**src/rtl/srs_pkg.sv**
```systemverilog
// ----------------------------------------------------------------------------
// srs_pkg
// Shared types, constants and the bracket pair lookup of the script run
// segmenter.
// ----------------------------------------------------------------------------
package srs_pkg;

  localparam int PAIR_TABLE_SIZE = 116;
  localparam int PAIR_W          = 7;
  localparam int SCRIPT_W        = 8;
  localparam int CP_W            = 21;
  localparam int LEN_W           = 16;

  typedef logic [SCRIPT_W-1:0] scr_code_t;
  typedef logic [PAIR_W-1:0]   pair_t;

  typedef struct packed {
    logic  found;
    pair_t idx;
  } bracket_t;

  localparam logic [15:0] BRACKET_TAB [PAIR_TABLE_SIZE] = '{
    16'h0028, 16'h0029, 16'h003c, 16'h003e, 16'h005b, 16'h005d, 16'h007b, 16'h007d,
    16'h00ab, 16'h00bb, 16'h0f3a, 16'h0f3b, 16'h0f3c, 16'h0f3d, 16'h169b, 16'h169c,
    16'h2018, 16'h2019, 16'h201c, 16'h201d, 16'h2039, 16'h203a, 16'h2045, 16'h2046,
    16'h207d, 16'h207e, 16'h208d, 16'h208e, 16'h27e6, 16'h27e7, 16'h27e8, 16'h27e9,
    16'h27ea, 16'h27eb, 16'h27ec, 16'h27ed, 16'h27ee, 16'h27ef, 16'h2983, 16'h2984,
    16'h2985, 16'h2986, 16'h2987, 16'h2988, 16'h2989, 16'h298a, 16'h298b, 16'h298c,
    16'h298d, 16'h298e, 16'h298f, 16'h2990, 16'h2991, 16'h2992, 16'h2993, 16'h2994,
    16'h2995, 16'h2996, 16'h2997, 16'h2998, 16'h29fc, 16'h29fd, 16'h2e02, 16'h2e03,
    16'h2e04, 16'h2e05, 16'h2e09, 16'h2e0a, 16'h2e0c, 16'h2e0d, 16'h2e1c, 16'h2e1d,
    16'h2e20, 16'h2e21, 16'h2e22, 16'h2e23, 16'h2e24, 16'h2e25, 16'h2e26, 16'h2e27,
    16'h2e28, 16'h2e29, 16'h3008, 16'h3009, 16'h300a, 16'h300b, 16'h300c, 16'h300d,
    16'h300e, 16'h300f, 16'h3010, 16'h3011, 16'h3014, 16'h3015, 16'h3016, 16'h3017,
    16'h3018, 16'h3019, 16'h301a, 16'h301b, 16'hfe59, 16'hfe5a, 16'hfe5b, 16'hfe5c,
    16'hfe5d, 16'hfe5e, 16'hff08, 16'hff09, 16'hff3b, 16'hff3d, 16'hff5b, 16'hff5d,
    16'hff5f, 16'hff60, 16'hff62, 16'hff63
  };

  function automatic bracket_t lookup_bracket(input logic [CP_W-1:0] cp);
    bracket_t res;
    res = '0;
    for (int i = 0; i < PAIR_TABLE_SIZE; i++) begin
      if (cp[CP_W-1:16] == '0 && cp[15:0] == BRACKET_TAB[i]) begin
        res.found = 1'b1;
        res.idx   = PAIR_W'(i);
      end
    end
    return res;
  endfunction

endpackage

```
**src/rtl/srs_stack_mem.sv**
```systemverilog
// ----------------------------------------------------------------------------
// srs_stack_mem
// Bracket stack storage: pair index and script memories with one write port
// and one registered read port.
// ----------------------------------------------------------------------------
module srs_stack_mem #(
  parameter int STACK_DEPTH = 32
) (
  input  logic                             clk,
  input  logic                             pair_we,
  input  logic                             script_we,
  input  logic [$clog2(STACK_DEPTH)-1:0]   wr_addr,
  input  srs_pkg::pair_t                   wr_pair,
  input  srs_pkg::scr_code_t               wr_script,
  input  logic [$clog2(STACK_DEPTH)-1:0]   rd_addr,
  output srs_pkg::pair_t                   rd_pair,
  output srs_pkg::scr_code_t               rd_script
);
  import srs_pkg::*;

  pair_t     pair_mem   [STACK_DEPTH];
  scr_code_t script_mem [STACK_DEPTH];

  always_ff @(posedge clk) begin
    if (pair_we) begin
      pair_mem[wr_addr] <= wr_pair;
    end
    if (script_we) begin
      script_mem[wr_addr] <= wr_script;
    end
    rd_pair   <= pair_mem[rd_addr];
    rd_script <= script_mem[rd_addr];
  end

endmodule

```
**src/rtl/script_run_segmenter.sv**
```systemverilog
// ----------------------------------------------------------------------------
// script_run_segmenter
// Splits a code point stream into script runs, resolving paired brackets
// through a bracket stack held in memory.
// ----------------------------------------------------------------------------
// Channel   Direction  Handshake            Payload
// in        sink       in_valid / in_stall  code_point, char_script, end_of_text
// out       source     out_valid/out_stall  run_script, run_units, final_run
// config    APB slave  psel/penable/pready  paddr, pwdata, prdata
//
// A request is accepted in the idle state and evaluate, decide and finish follow. A
// closing bracket on a nonempty stack passes the pop state once per entry read from
// the stack top, and each stacked bracket given a new script passes the fill state once.
// End of text adds an emit state for the final result; a script break adds one for
// the result plus a second pass. Reset is synchronous; the stack needs no clearing pass.
// A result waits in the output register while the next request is accepted; a second
// result stalls the sequencer until the register is free.
// ----------------------------------------------------------------------------
module script_run_segmenter #(
  parameter int STACK_DEPTH = 32
) (
  input  logic                   clk,
  input  logic                   rst,
  input  logic                   in_valid,
  output logic                   in_stall,
  input  logic [20:0]            code_point,
  input  srs_pkg::scr_code_t     char_script,
  input  logic                   end_of_text,
  output logic                   out_valid,
  input  logic                   out_stall,
  output srs_pkg::scr_code_t     run_script,
  output logic [15:0]            run_units,
  output logic                   final_run,
  input  logic                   psel,
  input  logic                   penable,
  input  logic                   pwrite,
  input  logic [2:0]             paddr,
  input  logic [31:0]            pwdata,
  output logic [31:0]            prdata,
  output logic                   pready
);
  import srs_pkg::*;

  localparam int AW = $clog2(STACK_DEPTH);
  localparam int CW = $clog2(STACK_DEPTH + 1);
  localparam logic [CW-1:0] DEPTH_C = CW'(STACK_DEPTH);

  localparam logic [2:0] S_IDLE   = 3'd0;
  localparam logic [2:0] S_EVAL   = 3'd1;
  localparam logic [2:0] S_POP    = 3'd2;
  localparam logic [2:0] S_DECIDE = 3'd3;
  localparam logic [2:0] S_FILL   = 3'd4;
  localparam logic [2:0] S_FIN    = 3'd5;
  localparam logic [2:0] S_EMITB  = 3'd6;
  localparam logic [2:0] S_EMITF  = 3'd7;

  localparam logic REG_COMMON    = 1'b0;
  localparam logic REG_INHERITED = 1'b1;

  scr_code_t common_code, inherited_code;
  logic [2:0] state, state_next;
  scr_code_t running, running_next;
  logic [LEN_W-1:0] length, length_next;
  logic [CW-1:0] count, count_next;
  logic [CW-1:0] mark, mark_next;
  scr_code_t scr, scr_next;
  pair_t pidx;
  logic is_open, is_close, eot, two_units;
  scr_code_t cs;

  logic pair_we, script_we;
  logic [AW-1:0] wr_addr, rd_addr;
  scr_code_t wr_script, rd_script;
  pair_t rd_pair;

  logic load_out, load_final;
  bracket_t br;
  logic [CW-1:0] cnt_m1, cnt_m2;
  logic [LEN_W:0] len_sum;
  logic rr, r, out_free;

  assign pready   = 1'b1;
  assign prdata   = (paddr[2] == REG_INHERITED) ? {24'd0, inherited_code} : {24'd0, common_code};
  assign in_stall = (state != S_IDLE);
  assign out_free = !out_valid || !out_stall;
  assign br       = lookup_bracket(code_point);
  assign cnt_m1   = count - CW'(1);
  assign cnt_m2   = count - CW'(2);
  assign rr       = (running != common_code) && (running != inherited_code);
  assign r        = (scr != common_code) && (scr != inherited_code);
  assign len_sum  = {1'b0, length} + (two_units ? 17'd2 : 17'd1);

  srs_stack_mem #(.STACK_DEPTH(STACK_DEPTH)) u_stack (
    .clk       (clk),
    .pair_we   (pair_we),
    .script_we (script_we),
    .wr_addr   (wr_addr),
    .wr_pair   (pidx),
    .wr_script (wr_script),
    .rd_addr   (rd_addr),
    .rd_pair   (rd_pair),
    .rd_script (rd_script)
  );

  always_comb begin
    state_next   = state;
    running_next = running;
    length_next  = length;
    count_next   = count;
    mark_next    = mark;
    scr_next     = scr;
    pair_we      = 1'b0;
    script_we    = 1'b0;
    wr_addr      = count[AW-1:0];
    wr_script    = running;
    rd_addr      = cnt_m1[AW-1:0];
    load_out     = 1'b0;
    load_final   = 1'b0;
    case (state)
      S_IDLE: begin
        if (in_valid) begin
          state_next = S_EVAL;
        end
      end
      S_EVAL: begin
        scr_next = cs;
        if (is_open) begin
          if (count < DEPTH_C) begin
            pair_we    = 1'b1;
            script_we  = 1'b1;
            count_next = count + CW'(1);
          end
          state_next = S_DECIDE;
        end else if (is_close && count != '0) begin
          state_next = S_POP;
        end else begin
          state_next = S_DECIDE;
        end
      end
      S_POP: begin
        if (rd_pair == {pidx[PAIR_W-1:1], 1'b0}) begin
          scr_next   = rd_script;
          mark_next  = (mark < count) ? mark : count;
          state_next = S_DECIDE;
        end else begin
          count_next = cnt_m1;
          if (count == CW'(1)) begin
            mark_next  = '0;
            state_next = S_DECIDE;
          end else begin
            rd_addr = cnt_m2[AW-1:0];
          end
        end
      end
      S_DECIDE: begin
        if (!rr || !r || scr == running) begin
          state_next = S_FIN;
          if (!rr && r) begin
            running_next = scr;
            if (mark < count) begin
              state_next = S_FILL;
            end
          end
        end else begin
          mark_next  = count;
          state_next = S_EMITB;
        end
      end
      S_FILL: begin
        script_we = 1'b1;
        wr_addr   = mark[AW-1:0];
        wr_script = scr;
        mark_next = mark + CW'(1);
        if (mark + CW'(1) == count) begin
          state_next = S_FIN;
        end
      end
      S_FIN: begin
        if (is_close && count != '0) begin
          count_next = cnt_m1;
          if (mark > cnt_m1) begin
            mark_next = cnt_m1;
          end
        end
        length_next = len_sum[LEN_W] ? '1 : len_sum[LEN_W-1:0];
        state_next  = eot ? S_EMITF : S_IDLE;
      end
      S_EMITB: begin
        if (out_free) begin
          load_out     = 1'b1;
          running_next = common_code;
          length_next  = '0;
          state_next   = S_EVAL;
        end
      end
      S_EMITF: begin
        if (out_free) begin
          load_out     = 1'b1;
          load_final   = 1'b1;
          running_next = common_code;
          length_next  = '0;
          count_next   = '0;
          mark_next    = '0;
          state_next   = S_IDLE;
        end
      end
      default: begin
        state_next = S_IDLE;
      end
    endcase
  end

  always_ff @(posedge clk) begin
    if (rst) begin
      state          <= S_IDLE;
      running        <= '0;
      length         <= '0;
      count          <= '0;
      mark           <= '0;
      out_valid      <= 1'b0;
      common_code    <= 8'd0;
      inherited_code <= 8'd1;
    end else begin
      state   <= state_next;
      running <= running_next;
      length  <= length_next;
      count   <= count_next;
      mark    <= mark_next;
      if (load_out) begin
        out_valid <= 1'b1;
      end else if (!out_stall) begin
        out_valid <= 1'b0;
      end
      if (psel && penable && pwrite) begin
        if (paddr[2] == REG_COMMON) begin
          common_code <= pwdata[7:0];
        end else begin
          inherited_code <= pwdata[7:0];
        end
      end
    end
  end

  always_ff @(posedge clk) begin
    scr <= scr_next;
    if (state == S_IDLE && in_valid) begin
      cs        <= char_script;
      eot       <= end_of_text;
      two_units <= (code_point[20:16] != '0);
      pidx      <= br.idx;
      is_open   <= br.found && (char_script == common_code) && !br.idx[0];
      is_close  <= br.found && (char_script == common_code) && br.idx[0];
    end
    if (load_out) begin
      run_script <= running;
      run_units  <= length;
      final_run  <= load_final;
    end
  end

endmodule
```
**config.mk**
```make
export PLATFORM = sky130hd
export DESIGN_NAME = script_run_segmenter
export DESIGN_NICKNAME = d
export VERILOG_FILES = /design/src/rtl/srs_pkg.sv /design/src/rtl/srs_stack_mem.sv /design/src/rtl/script_run_segmenter.sv
export SDC_FILE = /design/constraint.sdc
export NUM_CORES = 1
export LEC_CHECK = 0
export ABC_AREA = 1
export BUFFER_PORTS_ARGS = -buffer_cell sky130_fd_sc_hd__buf_2
export CAP_MARGIN = 40
export CORE_MARGIN = 5
export CORE_UTILIZATION = 40
export DETAILED_ROUTE_END_ITERATION = 10
export PLACE_DENSITY_LB_ADDON = 0.12
export SLEW_MARGIN = 20
export SYNTH_ARGS = -nofsm -noshare
export SYNTH_HDL_FRONTEND = slang
export SYNTH_SLANG_ARGS = --single-unit
```
**constraint.sdc**
```tcl
create_clock -name clk -period 10 [get_ports clk]
set_input_delay 1 -clock clk [delete_from_list [all_inputs] [get_ports clk]]
set_output_delay 1 -clock clk [all_outputs]
set_load 0.02 [all_outputs]
```
==> metrics.md <==
| Metric | Value |
|---|---|
| Fraction of post-synthesis cell area in the top cell type by area | 58.6% |
| Predominant post-synthesis flop cell | edfxtp_1 |
| Worst-case vdd ir drop | 0.335 mV |
| Share of flip-flops with an asynchronous set or reset | 0% |
| HPWL after detailed placement | 49900 µm |
| Vias/cell | 5.68 |
| # IOs | 132 |
| Arrival time of the worst setup path | 6.06 ns |
| Worst-case clock skew | 0.0329 ns |
| Chip Width | 271 µm |
| Iteration-0 DRC Markers | 1719 |
| Setup repair after global routing missed its margin | false |
| Total buffers and inverters traversed by the critical path | 5 |
| Synth warn | 0 |
| DIE AREA | 73500 µm² |
| Clock sink total | 603 |
| Global route hottest layer | met2 |
| Dominant cell type by area after synthesis | edfxtp_1 |
| Data required time at the worst endpoint | 10.50 ns |
| Max-slew headroom | 40.6% |
| Overall overflow remaining after global route | 0 |
| Total number of vias | 20293 |
| Final hold viol count | 0 |
| First drt pass iteration count | 6 |
| Wire length per cell | 21.9 µm |
| Area of the mapped netlist | 27300 µm² |
| EDFF count, synth | 532 |
| Period utilization | 55.5% |
| First-pass GRT wire length | 118000 µm |
| Final TNS setup | 0 ns |
| Count of hold buffers inserted by post-cts repair | 0 |
| Number of buffer cells added on primary ports | 80 |
| Max cap viols | 0 |
| Crit path cell chain | buf_4 -> inv_1 -> a22o_1 -> a2111oi_0 -> nand2_1 -> nand3_1 -> inv_1 -> nand2_1 -> nand2_4 -> inv_6 -> buf_4 -> o21ai_0 -> o221ai_1 -> o211a_1 -> a311oi_1 -> a31oi_1 |
| Measured slew at the worst slew-check pin | 0.885 ns |
| Height of the die | 271 µm |
| Cell family with the largest share of critical-path delay | buffers and inverters |
| Number of global-route vias before repair | 19650 |
| Critical path class | flop to flop |
| Global-route usage over all layers | 20.6% |
| Launching element type of the critical path | flop |
| Timing-limited maximum frequency | 180 MHz |
| Final estimated routing congestion in global placement | 0.906 |
| Floorplan core area | 67400 µm² |
| Nature of the critical path endpoint | flop |
| Number of register bits inferred by synthesis | 603 |
| Area grow syn2layout | 14.2% |
| Slowest cell on the critical path | buf_4 |
| Number of design rule violations left after detail routing | 0 |
| Initial Utilization | 40.4% |
| Crit-path max cell delay | 0.74 ns |
| Met3 usage | 3.34% |
| Cell leakage power | 0.0109 µW |
| Count of pins over their slew limit | 0 |
| Number of instances in the synthesized netlist | 2543 |
| Routed Wire Length | 78300 µm |
| Share of layout cells above drive strength 1 | 11.8% |
| Clock buffer count from CTS | 67 |
| Cell at the root of the clock tree | clkbuf_16 |
| Post-DRT Antenna Nets | 0 |
| Total power | 10300 µW |
| Final core area utilization | 46.2% |
| Fill cell instance count of the final layout | 6216 |
| Site Rows | 95 |
| Final setup violation count | 0 |
| Clock network latency to the later pin of the worst-skew pair | 0.62 ns |
| Post-synthesis average cell area | 10.7 µm² |
| Maximum number of pins on one net before global-route repair | 100 |
| Area contributors post-synth | edfxtp_1 (59%), o21ai_0 (6.2%), nor2_1 (5.5%) |
| Run status | finished clean |
| Pwr/cell area | 332 nW/µm² |
| Met1 Usage GRT | 28.0% |
| WHS | 0.457 ns |
| CTS H-Tree Depth | 3 |
| Final critical-path required period | 5.55 ns |
| Hold/Removal Path Class | flop to flop |
| Clock tree from TritonCTS | built |
| Share of synthesized area occupied by flip-flops and latches | 63.8% |
| Final nets | 2746 |
| Number of post-CTS setup repair buffers | 0 |
| Met2 demand-to-capacity share in global routing | 34.3% |
| Worst Path Max Fanout | 99 |
| Clock buffer depth | 3 |
| Ant. Diodes | 0 |
| Number of antenna violations at the first check in global routing | 0 |
| Clock transition time at the flip-flop clock pins of the worst setup and hold paths | 0.06 ns |
| Number of gates given a new drive strength after cts | 0 |
| Unique masters post-synth | 53 |
## layout by cell type, fill, tap and decap left out, types with 5 or more instances in the layout
cell type / count
inv_1: 173
xnor2_1: 12
clkinv_1: 9
o31ai_1: 5
nand2_1: 225
buf_4: 80
clkinv_2: 7
nor3_2: 12
o21ai_2: 7
nand4_1: 45
nor3_1: 82
nor2_1: 397
inv_6: 7
a221oi_1: 6
clkbuf_1: 19
edfxtp_1: 532
nor2_2: 7
o211ai_1: 35
nand2_2: 6
o2111ai_1: 6
o211a_1: 9
o22ai_1: 49
a2111oi_0: 7
a21oi_1: 56
o21ai_0: 327
dfxtp_1: 71
conb_1: 25
nor4_1: 19
clkbuf_8: 6
a311oi_1: 11
ha_1: 23
buf_2: 90
a31oi_1: 26
a211oi_1: 17
nand3_1: 57
xor2_1: 34
o221ai_1: 83
clkbuf_16: 68
## cells by family after synthesis
kind of cell             after synthesis  share of synthesized area, %
XOR/XNOR                              47                          1.51
AND/OR/NAND/NOR                      863                          13.5
adder cells (fa/ha/maj)               24                          1.13
other                                  2                        0.0276
AO/OA/AOI/OAI                        663                          15.0
buffers and inverters                341                          5.06
flip-flops                           603                          63.8
## path summary, 6_finish.rpt
check | startpoint | slack, ns | cells past startpoint | to
max | pidx[2]$_SDFFCE_PP0P_ | 4.45 | 16 | u_stack.rd_script[6]$_DFF_P_
min | length[9]$_SDFFE_PP0P_ | 0.46 | 0 | run_units[9]$_DFFE_PP_
max reg2reg | pidx[2]$_SDFFCE_PP0P_ | 4.45 | 16 | u_stack.rd_script[6]$_DFF_P_
min reg2reg | length[9]$_SDFFE_PP0P_ | 0.46 | 0 | run_units[9]$_DFFE_PP_
## sequential cells by signal, indices dropped and copies added, names as in the netlist, 7 cells and up
name	cells
cs	8
run_script	8
running	8
u_stack.script_mem	256
length	16
run_units	16
u_stack.rd_pair	7
u_stack.rd_script	8
u_stack.pair_mem	224
inherited_code	8
common_code	8
scr	8
pidx	7
## layout make-up
| cell class | instances | area [µm²] | area share, % |
|---|---|---|---|
| Clock inverter | 25 | 206 | 0.664 |
| Inverter | 179 | 677 | 2.18 |
| Timing Repair Buffer | 177 | 1190 | 3.82 |
| Tap cell | 873 | 1090 | 3.51 |
| Sequential cell | 603 | 17400 | 55.9 |
| Clock buffer | 93 | 1860 | 5.96 |
| Multi-Input combinational cell | 1622 | 8700 | 28.0 |
## synth_stat cells, drive strengths merged, types with 31 or more instances
cell type,number
clkbuf,131
o211ai,35
edfxtp,532
buf,31
o221ai,83
inv,176
nor3,94
nand4,46
dfxtp,71
o21ai,337
xor2,35
nand2,234
o22ai,49
a21oi,56
nor2,405
nand3,59
## metal layers
metal | up-vias | wire, µm
met3 | 128 | 4390
met1 | 10024 | 34200
met4 | 0 | 2110
li1 | 9490 | -
met2 | 651 | 37600
met5 | - | 0
## where the power goes
| part | leakage, µW | total, µW | internal [µW] | switching (µW) |
|---|---|---|---|---|
| Sequential | 0.00545 | 3270 | 3130 | 145 |
| Clock | 0.00101 | 2340 | 1350 | 984 |
| Combinational | 0.00443 | 4720 | 1300 | 3420 |
| Total | 0.0109 | 10300 | 5780 | 4550 |
## per-stage QoR
stage / instance area, µm² / worst slack, ns / instances
global route: 31100 / 4.08 / 3572
detailed placement: 29000 / 4.32 / 3452
global placement: 28800 / 4.30 / 3436
floorplan: 27300 / 6.07 / 2566
CTS: 31100 / 4.35 / 3570
finish: 31100 / 4.45 / 3572
No activity file was read; power rests on OpenSTA's default activity.
